--- src/sv/cmac_pkg.sv ---
package cmac_pkg;

  // Field widths
  localparam int YEAR_W    = 12;
  localparam int MONTH_W   = 4;
  localparam int DAY_W     = 5;
  localparam int HOUR_W    = 5;
  localparam int MINUTE_W  = 6;
  localparam int WDAY_W    = 3;
  localparam int ADV_W     = 8;
  localparam int ALARM_W   = 16;
  localparam int CFG_IDX_W = 2;

  // Defaults for the top level parameters
  localparam int DEFAULT_NUM_ALARMS  = 4;
  localparam int DEFAULT_MAX_CATCHUP = 128;

  // Calendar constants
  localparam int MINUTES_PER_HOUR = 60;
  localparam int HOURS_PER_DAY    = 24;
  localparam int DAYS_PER_WEEK    = 7;
  localparam int MONTHS_PER_YEAR  = 12;
  localparam logic [DAY_W-1:0] LEAP_FEB_DAYS  = 5'd29;
  localparam logic [DAY_W-1:0] LONG_MONTH     = 5'd31;
  localparam logic [MONTH_W-1:0] MONTH_FEB    = 4'd1;

  // Reciprocal of 100 for a 12-bit year: q = (y * 5243) >> 19
  localparam logic [12:0] RECIP_100   = 13'd5243;
  localparam int          RECIP_SHIFT = 19;

  // Cursor value after reset
  localparam logic [YEAR_W-1:0]   RESET_YEAR    = 12'd1970;
  localparam logic [MONTH_W-1:0]  RESET_MONTH   = 4'd0;
  localparam logic [DAY_W-1:0]    RESET_DAY     = 5'd1;
  localparam logic [HOUR_W-1:0]   RESET_HOUR    = 5'd0;
  localparam logic [MINUTE_W-1:0] RESET_MINUTE  = 6'd0;
  localparam logic [WDAY_W-1:0]   RESET_WEEKDAY = 3'd4;

  // Alarm word layout
  localparam int ALM_EN_BIT  = 15;
  localparam int ALM_ANY_BIT = 14;
  localparam int ALM_WD_LSB  = 11;
  localparam int ALM_HR_LSB  = 6;
  localparam int ALM_MN_LSB  = 0;

  // Request operation codes
  localparam logic OP_LOAD    = 1'b0;
  localparam logic OP_CATCHUP = 1'b1;

  localparam logic [DAY_W-1:0] MONTH_LEN [MONTHS_PER_YEAR] = '{
    5'd31, 5'd28, 5'd31, 5'd30, 5'd31, 5'd30,
    5'd31, 5'd31, 5'd30, 5'd31, 5'd30, 5'd31
  };

  typedef enum logic [1:0] {
    ST_IDLE,
    ST_RUN,
    ST_DONE
  } state_t;

  // Commands from controller to datapath
  typedef struct packed {
    logic load;
    logic start;
    logic step;
    logic finish;
  } cmd_t;

  // Status from datapath to controller
  typedef struct packed {
    logic earlier;
    logic at_limit;
  } status_t;

  // Days in a month; months past December count as long months
  function automatic logic [DAY_W-1:0] month_days(logic [MONTH_W-1:0] m, logic leap);
    logic [DAY_W-1:0] len;
    if (m >= MONTH_W'(MONTHS_PER_YEAR)) begin
      len = LONG_MONTH;
    end else if (m == MONTH_FEB && leap) begin
      len = LEAP_FEB_DAYS;
    end else begin
      len = MONTH_LEN[m];
    end
    return len;
  endfunction

endpackage

--- src/sv/cmac_ctrl.sv ---
module cmac_ctrl (
  input  logic              clk,
  input  logic              rst,
  input  logic              in_valid,
  output logic              in_ready,
  input  logic              op,
  output logic              out_valid,
  input  logic              out_ready,
  input  cmac_pkg::status_t status,
  output cmac_pkg::cmd_t    cmd
);
  import cmac_pkg::*;

  state_t state;
  state_t state_next;

  // State register
  always_ff @(posedge clk) begin
    if (rst) begin
      state <= ST_IDLE;
    end else begin
      state <= state_next;
    end
  end

  // Next state
  always_comb begin
    state_next = state;
    unique case (state)
      ST_IDLE: begin
        if (in_valid) begin
          state_next = (op == OP_CATCHUP) ? ST_RUN : ST_DONE;
        end
      end
      ST_RUN: begin
        if (!status.earlier || status.at_limit) begin
          state_next = ST_DONE;
        end
      end
      ST_DONE: begin
        if (out_ready) begin
          state_next = ST_IDLE;
        end
      end
      default: state_next = ST_IDLE;
    endcase
  end

  // Outputs
  always_comb begin
    in_ready   = 1'b0;
    out_valid  = 1'b0;
    cmd        = '0;
    unique case (state)
      ST_IDLE: begin
        in_ready  = 1'b1;
        cmd.load  = in_valid && (op == OP_LOAD);
        cmd.start = in_valid && (op == OP_CATCHUP);
      end
      ST_RUN: begin
        cmd.step   = status.earlier && !status.at_limit;
        cmd.finish = !status.earlier || status.at_limit;
      end
      ST_DONE: begin
        out_valid = 1'b1;
      end
      default: begin
        in_ready = 1'b0;
      end
    endcase
  end

endmodule

--- src/sv/cmac_dp.sv ---
module cmac_dp #(
  parameter int NUM_ALARMS  = cmac_pkg::DEFAULT_NUM_ALARMS,
  parameter int MAX_CATCHUP = cmac_pkg::DEFAULT_MAX_CATCHUP
) (
  input  logic                            clk,
  input  logic                            rst,
  input  cmac_pkg::cmd_t                  cmd,
  output cmac_pkg::status_t               status,
  input  logic [cmac_pkg::YEAR_W-1:0]     in_year,
  input  logic [cmac_pkg::MONTH_W-1:0]    in_month,
  input  logic [cmac_pkg::DAY_W-1:0]      in_day,
  input  logic [cmac_pkg::HOUR_W-1:0]     in_hour,
  input  logic [cmac_pkg::MINUTE_W-1:0]   in_minute,
  input  logic [cmac_pkg::WDAY_W-1:0]     in_weekday,
  input  logic                            cfg_we,
  input  logic [cmac_pkg::CFG_IDX_W-1:0]  cfg_index,
  input  logic [cmac_pkg::ALARM_W-1:0]    cfg_data,
  output logic                            alarm_fired,
  output logic [cmac_pkg::ADV_W-1:0]      minutes_advanced,
  output logic                            not_reached,
  output logic [cmac_pkg::HOUR_W-1:0]     cur_hour,
  output logic [cmac_pkg::MINUTE_W-1:0]   cur_minute,
  output logic [cmac_pkg::WDAY_W-1:0]     cur_weekday
);
  import cmac_pkg::*;

  localparam int CNT_W = $clog2(MAX_CATCHUP + 1);
  localparam int CMP_W = YEAR_W + MONTH_W + DAY_W + HOUR_W + MINUTE_W;

  // Cursor
  logic [YEAR_W-1:0]   cursor_year,    cursor_year_next;
  logic [MONTH_W-1:0]  cursor_month,   cursor_month_next;
  logic [DAY_W-1:0]    cursor_day,     cursor_day_next;
  logic [HOUR_W-1:0]   cursor_hour,    cursor_hour_next;
  logic [MINUTE_W-1:0] cursor_minute,  cursor_minute_next;
  logic [WDAY_W-1:0]   cursor_weekday, cursor_weekday_next;

  // Target of the current catch-up
  logic [YEAR_W-1:0]   tgt_year;
  logic [MONTH_W-1:0]  tgt_month;
  logic [DAY_W-1:0]    tgt_day;
  logic [HOUR_W-1:0]   tgt_hour;
  logic [MINUTE_W-1:0] tgt_minute;

  logic [ALARM_W-1:0] alarm_word [NUM_ALARMS];
  logic [CNT_W-1:0]   steps;
  logic               stepped;
  logic               fired;
  logic               short_of;
  logic               leap;

  // Leap year detection
  logic [24:0] year_prod;
  logic [5:0]  year_q;
  logic [12:0] year_q100;
  logic        div100;
  logic        leap_next;

  // Minute step
  logic [MINUTE_W:0] min_inc;
  logic [HOUR_W:0]   hour_inc;
  logic [WDAY_W:0]   wd_inc;
  logic [DAY_W:0]    day_inc;
  logic [MONTH_W:0]  month_inc;
  logic [DAY_W-1:0]  days_len;
  logic              match;
  logic [15:0]       steps_wide;

  // Work out leap status of the cursor year, registered
  always_comb begin
    year_prod = 25'(cursor_year) * 25'(RECIP_100);
    year_q    = year_prod[RECIP_SHIFT +: 6];
    year_q100 = {1'b0, year_q, 6'b0} + {2'b0, year_q, 5'b0} + {5'b0, year_q, 2'b0};
    div100    = (year_q100 == 13'(cursor_year));
    leap_next = (cursor_year[1:0] == 2'b00) && (!div100 || (year_q[1:0] == 2'b00));
  end

  always_ff @(posedge clk) begin
    if (rst) begin
      leap <= 1'b0;
    end else begin
      leap <= leap_next;
    end
  end

  // Advance the cursor by one minute, carrying through the calendar
  always_comb begin
    cursor_year_next    = cursor_year;
    cursor_month_next   = cursor_month;
    cursor_day_next     = cursor_day;
    cursor_hour_next    = cursor_hour;
    cursor_weekday_next = cursor_weekday;
    min_inc   = {1'b0, cursor_minute} + 1'b1;
    hour_inc  = {1'b0, cursor_hour} + 1'b1;
    wd_inc    = {1'b0, cursor_weekday} + 1'b1;
    day_inc   = {1'b0, cursor_day} + 1'b1;
    month_inc = {1'b0, cursor_month} + 1'b1;
    days_len  = month_days(cursor_month, leap);
    cursor_minute_next = min_inc[MINUTE_W-1:0];
    if (min_inc >= (MINUTE_W+1)'(MINUTES_PER_HOUR)) begin
      cursor_minute_next = '0;
      cursor_hour_next   = hour_inc[HOUR_W-1:0];
      if (hour_inc >= (HOUR_W+1)'(HOURS_PER_DAY)) begin
        cursor_hour_next = '0;
        if (wd_inc >= (WDAY_W+1)'(DAYS_PER_WEEK)) begin
          cursor_weekday_next = WDAY_W'(wd_inc - (WDAY_W+1)'(DAYS_PER_WEEK));
        end else begin
          cursor_weekday_next = wd_inc[WDAY_W-1:0];
        end
        cursor_day_next = day_inc[DAY_W-1:0];
        if (day_inc > {1'b0, days_len}) begin
          cursor_day_next   = RESET_DAY;
          cursor_month_next = month_inc[MONTH_W-1:0];
          if (month_inc >= (MONTH_W+1)'(MONTHS_PER_YEAR)) begin
            cursor_month_next = '0;
            cursor_year_next  = cursor_year + 1'b1;
          end
        end
      end
    end
  end

  // Check enabled alarms against the current cursor
  always_comb begin
    match = 1'b0;
    for (int i = 0; i < NUM_ALARMS; i++) begin
      if (alarm_word[i][ALM_EN_BIT] &&
          (alarm_word[i][ALM_HR_LSB +: HOUR_W] == cursor_hour) &&
          (alarm_word[i][ALM_MN_LSB +: MINUTE_W] == cursor_minute) &&
          (alarm_word[i][ALM_ANY_BIT] ||
           (alarm_word[i][ALM_WD_LSB +: WDAY_W] == cursor_weekday))) begin
        match = 1'b1;
      end
    end
  end

  // Status to the controller
  assign status.earlier =
    {cursor_year, cursor_month, cursor_day, cursor_hour, cursor_minute} <
    CMP_W'({tgt_year, tgt_month, tgt_day, tgt_hour, tgt_minute});
  assign status.at_limit = (steps == CNT_W'(MAX_CATCHUP));

  // Alarm registers
  always_ff @(posedge clk) begin
    if (rst) begin
      for (int i = 0; i < NUM_ALARMS; i++) begin
        alarm_word[i] <= '0;
      end
    end else if (cfg_we) begin
      for (int i = 0; i < NUM_ALARMS; i++) begin
        if (cfg_index == CFG_IDX_W'(i)) begin
          alarm_word[i] <= cfg_data;
        end
      end
    end
  end

  // Cursor: load, or step one minute
  always_ff @(posedge clk) begin
    if (rst) begin
      cursor_year    <= RESET_YEAR;
      cursor_month   <= RESET_MONTH;
      cursor_day     <= RESET_DAY;
      cursor_hour    <= RESET_HOUR;
      cursor_minute  <= RESET_MINUTE;
      cursor_weekday <= RESET_WEEKDAY;
    end else if (cmd.load) begin
      cursor_year    <= in_year;
      cursor_month   <= in_month;
      cursor_day     <= in_day;
      cursor_hour    <= in_hour;
      cursor_minute  <= in_minute;
      cursor_weekday <= in_weekday;
    end else if (cmd.step) begin
      cursor_year    <= cursor_year_next;
      cursor_month   <= cursor_month_next;
      cursor_day     <= cursor_day_next;
      cursor_hour    <= cursor_hour_next;
      cursor_minute  <= cursor_minute_next;
      cursor_weekday <= cursor_weekday_next;
    end
  end

  // Hold the target for the catch-up
  always_ff @(posedge clk) begin
    if (cmd.start) begin
      tgt_year   <= in_year;
      tgt_month  <= in_month;
      tgt_day    <= in_day;
      tgt_hour   <= in_hour;
      tgt_minute <= in_minute;
    end
  end

  // Step count, alarm and limit flags
  always_ff @(posedge clk) begin
    if (rst) begin
      steps    <= '0;
      stepped  <= 1'b0;
      fired    <= 1'b0;
      short_of <= 1'b0;
    end else begin
      stepped <= cmd.step;
      if (cmd.load || cmd.start) begin
        steps    <= '0;
        fired    <= 1'b0;
        short_of <= 1'b0;
      end else begin
        if (cmd.step) begin
          steps <= steps + 1'b1;
        end
        if (stepped && match) begin
          fired <= 1'b1;
        end
        if (cmd.finish) begin
          short_of <= status.earlier;
        end
      end
    end
  end

  // Result fields
  assign steps_wide       = 16'(steps);
  assign minutes_advanced = (steps_wide > 16'd255) ? 8'hFF : steps_wide[ADV_W-1:0];
  assign alarm_fired      = fired;
  assign not_reached      = short_of;
  assign cur_hour         = cursor_hour;
  assign cur_minute       = cursor_minute;
  assign cur_weekday      = cursor_weekday;

endmodule

--- src/sv/calendar_minute_alarm_catchup.sv ---
// Minute calendar cursor with alarm catch-up.
//
// Input channel (in_valid/in_ready): op selects load (cursor := fields) or
// catch-up (step the cursor one minute at a time until it is no earlier than
// the target, at most MAX_CATCHUP minutes, checking the first NUM_ALARMS
// alarm words after every step). Output channel (out_valid/out_ready) returns
// one result per request. Config channel (cfg_valid/cfg_ready/cfg_index/
// cfg_data) writes alarm words; cfg_ready is always high.
//
// A load shows its result in the cycle after acceptance. A catch-up steps the
// cursor one minute per cycle in the step counter loop, then settles the flags
// before it shows its result. The block handles one request at a time: the
// next request is taken the cycle after the result is taken.
//
// Reset sets the cursor to 1970-01-01 00:00, Thursday, and clears the alarm
// words. While the receiver stalls, the result and the cursor hold and no
// new request is taken.
module calendar_minute_alarm_catchup #(
  parameter int NUM_ALARMS  = cmac_pkg::DEFAULT_NUM_ALARMS,
  parameter int MAX_CATCHUP = cmac_pkg::DEFAULT_MAX_CATCHUP
) (
  input  logic                            clk,
  input  logic                            rst,
  input  logic                            in_valid,
  output logic                            in_ready,
  input  logic                            op,
  input  logic [cmac_pkg::YEAR_W-1:0]     in_year,
  input  logic [cmac_pkg::MONTH_W-1:0]    in_month,
  input  logic [cmac_pkg::DAY_W-1:0]      in_day,
  input  logic [cmac_pkg::HOUR_W-1:0]     in_hour,
  input  logic [cmac_pkg::MINUTE_W-1:0]   in_minute,
  input  logic [cmac_pkg::WDAY_W-1:0]     in_weekday,
  output logic                            out_valid,
  input  logic                            out_ready,
  output logic                            alarm_fired,
  output logic [cmac_pkg::ADV_W-1:0]      minutes_advanced,
  output logic                            not_reached,
  output logic [cmac_pkg::HOUR_W-1:0]     cur_hour,
  output logic [cmac_pkg::MINUTE_W-1:0]   cur_minute,
  output logic [cmac_pkg::WDAY_W-1:0]     cur_weekday,
  input  logic                            cfg_valid,
  output logic                            cfg_ready,
  input  logic [cmac_pkg::CFG_IDX_W-1:0]  cfg_index,
  input  logic [cmac_pkg::ALARM_W-1:0]    cfg_data
);
  import cmac_pkg::*;

  cmd_t    cmd;
  status_t status;

  assign cfg_ready = 1'b1;

  cmac_ctrl u_ctrl (
    .clk       (clk),
    .rst       (rst),
    .in_valid  (in_valid),
    .in_ready  (in_ready),
    .op        (op),
    .out_valid (out_valid),
    .out_ready (out_ready),
    .status    (status),
    .cmd       (cmd)
  );

  cmac_dp #(
    .NUM_ALARMS  (NUM_ALARMS),
    .MAX_CATCHUP (MAX_CATCHUP)
  ) u_dp (
    .clk              (clk),
    .rst              (rst),
    .cmd              (cmd),
    .status           (status),
    .in_year          (in_year),
    .in_month         (in_month),
    .in_day           (in_day),
    .in_hour          (in_hour),
    .in_minute        (in_minute),
    .in_weekday       (in_weekday),
    .cfg_we           (cfg_valid && cfg_ready),
    .cfg_index        (cfg_index),
    .cfg_data         (cfg_data),
    .alarm_fired      (alarm_fired),
    .minutes_advanced (minutes_advanced),
    .not_reached      (not_reached),
    .cur_hour         (cur_hour),
    .cur_minute       (cur_minute),
    .cur_weekday      (cur_weekday)
  );

endmodule

--- config.mk ---
export PLATFORM = sky130hd
export DESIGN_NAME = calendar_minute_alarm_catchup
export DESIGN_NICKNAME = d
export VERILOG_FILES = /design/src/sv/cmac_pkg.sv /design/src/sv/cmac_ctrl.sv /design/src/sv/cmac_dp.sv /design/src/sv/calendar_minute_alarm_catchup.sv
export SDC_FILE = /design/constraint.sdc
export NUM_CORES = 1
export LEC_CHECK = 0
export BUFFER_PORTS_ARGS = -buffer_cell sky130_fd_sc_hd__buf_2
export CORE_AREA = 2 2 136 191
export CTS_CLUSTER_SIZE = 40
export DETAILED_ROUTE_END_ITERATION = 10
export DIE_AREA = 0 0 138 193
export PLACE_DENSITY = 0.59
export SYNTH_ARGS = -nofsm -noshare
export SYNTH_HDL_FRONTEND = slang
export SYNTH_HIERARCHICAL = 1
export SYNTH_SLANG_ARGS = --single-unit
--- constraint.sdc ---
create_clock -name clk -period 22.7 [get_ports clk]
set_clock_uncertainty 0.05 [all_clocks]
set_input_delay 2.27 -clock clk [delete_from_list [all_inputs] [get_ports clk]]
set_output_delay 2.27 -clock clk [all_outputs]
set_load 0.05 [all_outputs]
### Yosys cells after proc, flatten, opt, wreduce, memory -nomap -nowiden

Memories as Yosys holds them, arrays and structs flattened.
Index checks and enable logic that the tools add are counted.

| word-level totals | value |
|---|---|
| bits in registers | 81 |
| bits in writable memories | 64 |
| bits in read-only memories | 80 |
| input port bits | 59 |
| word-level logic and storage cells | 180 |
| memories kept | 2 |

| operators by class | value |
|---|---|
| $add $sub $neg | 10 |
| multiply operators | 1 |
| magnitude comparators | 9 |
| eq/ne operators | 23 |
| multiplexer cells | 69 |
| bitwise gates (word level) | 6 |
| reduce and logical (&&, ||, !) cells | 43 |

Memory list:

| memory | words | bits a word | rd ports | clocked after memory_dff | wr ports | RTL line | text |
|---|---|---|---|---|---|---|---|
| (no name shown) | 16 | 5 | 1 | 0 | 0 | cmac_pkg.sv:83 | `len = MONTH_LEN[m];` |
| u_dp.alarm_word | 4 | 16 | 4 | 0 | 4 | cmac_dp.sv:45 | `logic [ALARM_W-1:0] alarm_word [NUM_ALARMS];` |

Operators with widths:

| kind | count |
|---|---|
| 12-bit 2-to-1 mux | 6 |
| 5-bit 2-to-1 mux | 13 |
| 16-bit 2-to-1 mux | 4 |
| 32-bit < comparator | 1 |
| 12-bit by 13-bit multiplier with 25-bit output, second input constant | 1 |
| 6-bit == test | 4 |
| 1-bit 2-to-1 mux | 24 |
| 4-bit 2-to-1 mux | 6 |
| 5-bit == test | 4 |
| 1-bit logical AND | 18 |
| 6-bit 2-to-1 mux | 3 |
| 3-bit 2-to-1 mux | 5 |
| 12-bit by 11-bit adder with 13-bit output | 1 |
| 13-bit by 8-bit adder with 13-bit output | 1 |
| 13-bit by 12-bit == test with 1-bit output | 1 |
| 12-bit by 1-bit adder with 12-bit output, second input constant | 1 |
| 5-bit by 1-bit adder with 6-bit output, second input constant | 2 |
| 3-bit == test | 4 |
| 2-bit 2-to-1 mux | 6 |
| 2-bit nonzero test | 5 |
| 8-bit by 1-bit adder with 8-bit output, second input constant | 1 |
| 8-bit == test, second input constant | 1 |
| 8-bit > comparator, second input constant | 1 |
| 2-bit logical NOT | 4 |
| 28 further kinds | 44 |

### Logic depth before layout (Yosys ltp)

| depth | value |
|---|---|
| depth after elaboration | 12 |
| depth in mapped cells | 29 |
| depth with buffers taken out | 29 |

### Modules after synthesis

The synthesis kept the hierarchy.

By module, submodules not included:

| module | times used | cells each | area each (µm²) |
|---|---|---|---|
| cmac_dp | 1 | 1,086 | 10,909.2 |
| cmac_ctrl | 1 | 15 | 150.1 |
| calendar_minute_alarm_catchup | 1 | 2 | 11.3 |

### Least setup slack after synthesis

Ideal clock, no wire load.

| timing path | value |
|---|---|
| path type | reg-to-reg |
| start point | register u_dp.cursor_year[6] |
| end point | register u_dp.leap |
| library setup time | 0.122 ns |
| data arrival time | 7.251 ns |
| data required time | 22.528 ns |
| path slack | 15.278 ns |
| cell stages (with the launch flop) | 27 |
| cell sequence | dfxtp_1 > inv_1 > fa_1 > fa_1 > fa_1 > inv_1 > fa_1 > inv_1 > fa_1 > inv_1 > ha_1 > and3_1 > a221oi_1 > or2_2 > nand4_1 > a31o_2 > and3_1 > or3_1 > fa_1 > inv_1 > fa_1 > xnor2_1 > xnor2_1 > nand4_1 > a2111oi_0 > nand3_1 > o311a_1 |

| between the ends | value |
|---|---|
| longest elaborated chain between the ends | 7 |
| elaborated cells on any way between the ends | 8 |
| classes of those cells | add/sub (2); mul (1); eq/ne (1); reduce/logical (4) |

Ends and longest elaborated chain:

| item | RTL line | text |
|---|---|---|
| from (decl) | cmac_dp.sv:31 | `logic [YEAR_W-1:0] cursor_year, cursor_year_next;` |
| from (signal assigned) | cmac_dp.sv:168 | `cursor_year <= in_year;` |
| from (signal assigned) | cmac_dp.sv:175 | `cursor_year <= cursor_year_next;` |
| 12-bit by 13-bit multiplier with 25-bit output | cmac_dp.sv:71 | `year_prod = 25'(cursor_year) * 25'(RECIP_100);` |
| 12-bit by 11-bit adder with 13-bit output | cmac_dp.sv:73 | `year_q100 = {1'b0, year_q, 6'b0} + {2'b0, year_q, 5'b0} + {5'b0, year_q, 2'b0};` |
| 13-bit by 8-bit adder with 13-bit output | cmac_dp.sv:73 |  |
| 13-bit by 12-bit == test with 1-bit output | cmac_dp.sv:74 | `div100 = (year_q100 == 13'(cursor_year));` |
| 1-bit logical NOT | cmac_dp.sv:75 | `leap_next = (cursor_year[1:0] == 2'b00) && (!div100 \|\| (year_q[1:0] == 2'b00));` |
| 1-bit logical OR (*) | cmac_dp.sv:75 |  |
| 1-bit logical AND (*) | cmac_dp.sv:75 |  |
| to (signal assigned) | cmac_dp.sv:82 | `leap <= leap_next;` |
| to (decl) | cmac_dp.sv:50 | `logic leap;` |

Every way passes the cells marked *; elsewhere a longest branch is shown, timed or not.
A chain may end at the register's enable or synchronous reset.

### Final worst setup path

Same ends and word-level chain as after synthesis.

==> results.cfg <==
[status]
status = finished, final reports clean

[sta]
hold_viol = 0
max_clock_freq_ghz = 0.126
rsz0062_at_grt = false
fin_crit_ns = 7.95
setup_viol = 0
slew_headroom = 0.308
tightestPinTransition_ns = 1.04
setup_tns_ns = 0
timing.hold.ws_ns = 0.420
finalMaxSlewViolations = 0
finalCritPeriodShare = 0.350

[worst_setup_path]
cp.arrival_ns = 8.20
startpoint_type = register
reg2reg_slack_ns = 14.75
cp_max_fo = 9
r2r.worst_path.cells = 26
critPathLaunch = u_dp/cursor_year[6]
regToRegEndpoint = u_dp/leap
timing.rr.start = u_dp/cursor_year[6]
required_ns = 22.96
crit_path_end_kind = register
crit_type = register to register

[cts]
cts_resized = 0
clk_latency_ns = 0.42
cts.sinks = 145
clk_path_buf_depth = 2
clk_pin_slew_ns = 0.06
h-tree-depth = 4
root_buffer = clkbuf_16
cts_tree = yes
cts_setup_buffers = 0
holdBufCountCts = 0
cts_buffers = 17

[global_route]
grt_pass1_wl_mm = 44.0
grt_max_degree = 41
grt_pass1_vias = 8379
grt-ovfl-total = 0
antenna_found_initial = 2
grt_usage = 0.210

[synth]
syn_area_per_cell_um2 = 10.0
ys_warn_count = 6
synth_edf_count = 96
syn_nets = 1346
synth.largest_area_cell = edfxtp_1
ys_ff_latch = 145
ys.flop_type = edfxtp_1
yosysSeqAreaShare = 0.349
synthTopCellsByArea = edfxtp_1 (26%), ha_1 (16%), dfxtp_1 (8.9%)
synth_cell_types = 80
synth_cells = 1103
synth_area_mm2 = 0.0111
synth_top_area_share = 0.260
async_reset_ff_frac = 0

[min_path]
hold_end = u_dp/alarm_fired
hold_path_depth = 2
hp-start = u_dp/stepped
min_path_type = register to register

[floorplan]
ioPinCount = 86
die_area_mm2 = 0.0266
design.core.area_mm2 = 0.0250
floorplan.initialDensity = 0.442
rows = 69
die_h_um = 193
die_w_um = 138

[cells_and_area]
layout_common_cells = inv_1 (139), ha_1 (139), edfxtp_1 (96)
nNetsFinal = 1414
area_growth_pct = 11.7
layout-drive-gt1-share = 0.128

[pwr]
pwr_density_cell_mw_per_mm2 = 58.9
irDropWorstVdd_mv = 0.0399
leakage_nw = 5.51

[place]
dp_hpwl_mm = 21.1
gp_congestion = 0.881
port_buffers = 84

[detailed_routing]
vias_per_cell = 5.43
drtIter0Drc = 399
wl_per_cell_um = 18.0
drt_first_pass_iters = 5
final_antenna_net_count = 0
drc = 0
via_count = 8161
wirelength_mm = 27.1

[run]
cap_viol_max_count = 0
==> final cells by class <==
cell class	count	area, µm²
Tap cell	319	399
Inverter	141	529
Fill cell	2400	12700
Clock inverter	15	181
Timing Repair Buffer	92	480
Multi-Input combinational cell	774	6480
Antenna cell	1	2.50
Sequential cell	145	3860
Clock buffer	17	425
==> cells in the mapped netlist, types with 19 or more instances <==
cell and instances:
a21o_1 22, a21oi_1 44, a31oi_1 19, and2_1 52, and3_1 30, clkbuf_1 29, dfxtp_1 49, edfxtp_1 96
fa_1 45, ha_1 139, inv_1 139, nand2_1 41, nand3_1 19, nand4_1 29, nor2_1 66, nor3_1 20
o21ai_0 32, xnor2_1 73
==> flip-flops by register name (all words and copies together), names as in the netlist, 4 cells and up <==
| signal | cells |
|---|---|
| u_dp/tgt_month | 4 |
| u_dp/steps | 8 |
| u_dp/cursor_day | 5 |
| u_dp/tgt_year | 12 |
| u_dp/tgt_day | 5 |
| u_dp/tgt_minute | 6 |
| u_dp/cursor_year | 12 |
| u_dp/cur_minute | 6 |
| u_dp/cur_hour | 5 |
| u_dp/cursor_month | 4 |
| u_dp/alarm_word | 64 |
| u_dp/tgt_hour | 5 |
==> worst max-delay path, stage by stage, from the launching register on <==
cell	delay, ns
dfxtp_1	0.58
inv_1	0.16
fa_1	0.60
fa_1	0.45
fa_1	0.51
inv_1	0.05
fa_1	0.52
inv_1	0.05
fa_1	0.52
inv_1	0.04
ha_1	0.30
and3_1	0.17
a221oi_1	0.30
or2_2	0.17
nand4_1	0.11
a31o_2	0.31
a21oi_1	0.25
xnor2_1	0.22
fa_1	0.47
ha_1	0.24
fa_1	0.40
xnor2_1	0.19
xnor2_1	0.14
nand4_1	0.10
a2111oi_0	0.43
nand3_1	0.13
o311a_1	0.33
==> per-layer routing <==
layer,vias to the layer above,part of all wire,GRT usage
li1,3995,-,-
met1,4004,0.39,0.229
met2,131,0.56,0.418
met3,29,0.024,0.0272
met4,2,0.023,0.0730
met5,-,0.00026,0
==> logic make-up after synthesis <==
kind of cell,count (synthesis),share of synthesized area
flip-flops,145,0.349
XOR/XNOR,86,0.0693
adder cells (fa/ha/maj),184,0.238
buffers and inverters,184,0.0660
multiplexers,5,0.00452
AO/OA/AOI/OAI,193,0.123
AND/OR/NAND/NOR,305,0.150
other,1,0.000339
==> through the flow <==
stage	instance area (µm²)	setup slack (ns)	power, W	util	std cells
global route	12400	14.21	0.000765	0.494	1503
finish	12400	14.75	0.000728	0.494	1504
detailed placement	11800	14.74	0.000443	0.469	1471
CTS	12400	14.73	0.000735	0.494	1503
global placement	11800	14.82	0.000441	0.469	1471
floorplan	11100	15.28	0.000406	-	1103
==> where the power goes <==
part	switching (W)	internal, W	total, W
Combinational	0.0000730	0.0000518	0.000125
Sequential	0.0000149	0.000297	0.000312
Clock	0.000117	0.000174	0.000291
==> worst max path at each step <==
stage                      endpoint
after floorplan           u_dp/leap
after global placement    u_dp/leap
after detailed placement  u_dp/leap
after CTS                 u_dp/leap
after global routing      u_dp/leap
final                     u_dp/leap
Note: power is estimated with default switching activity, not from simulation.
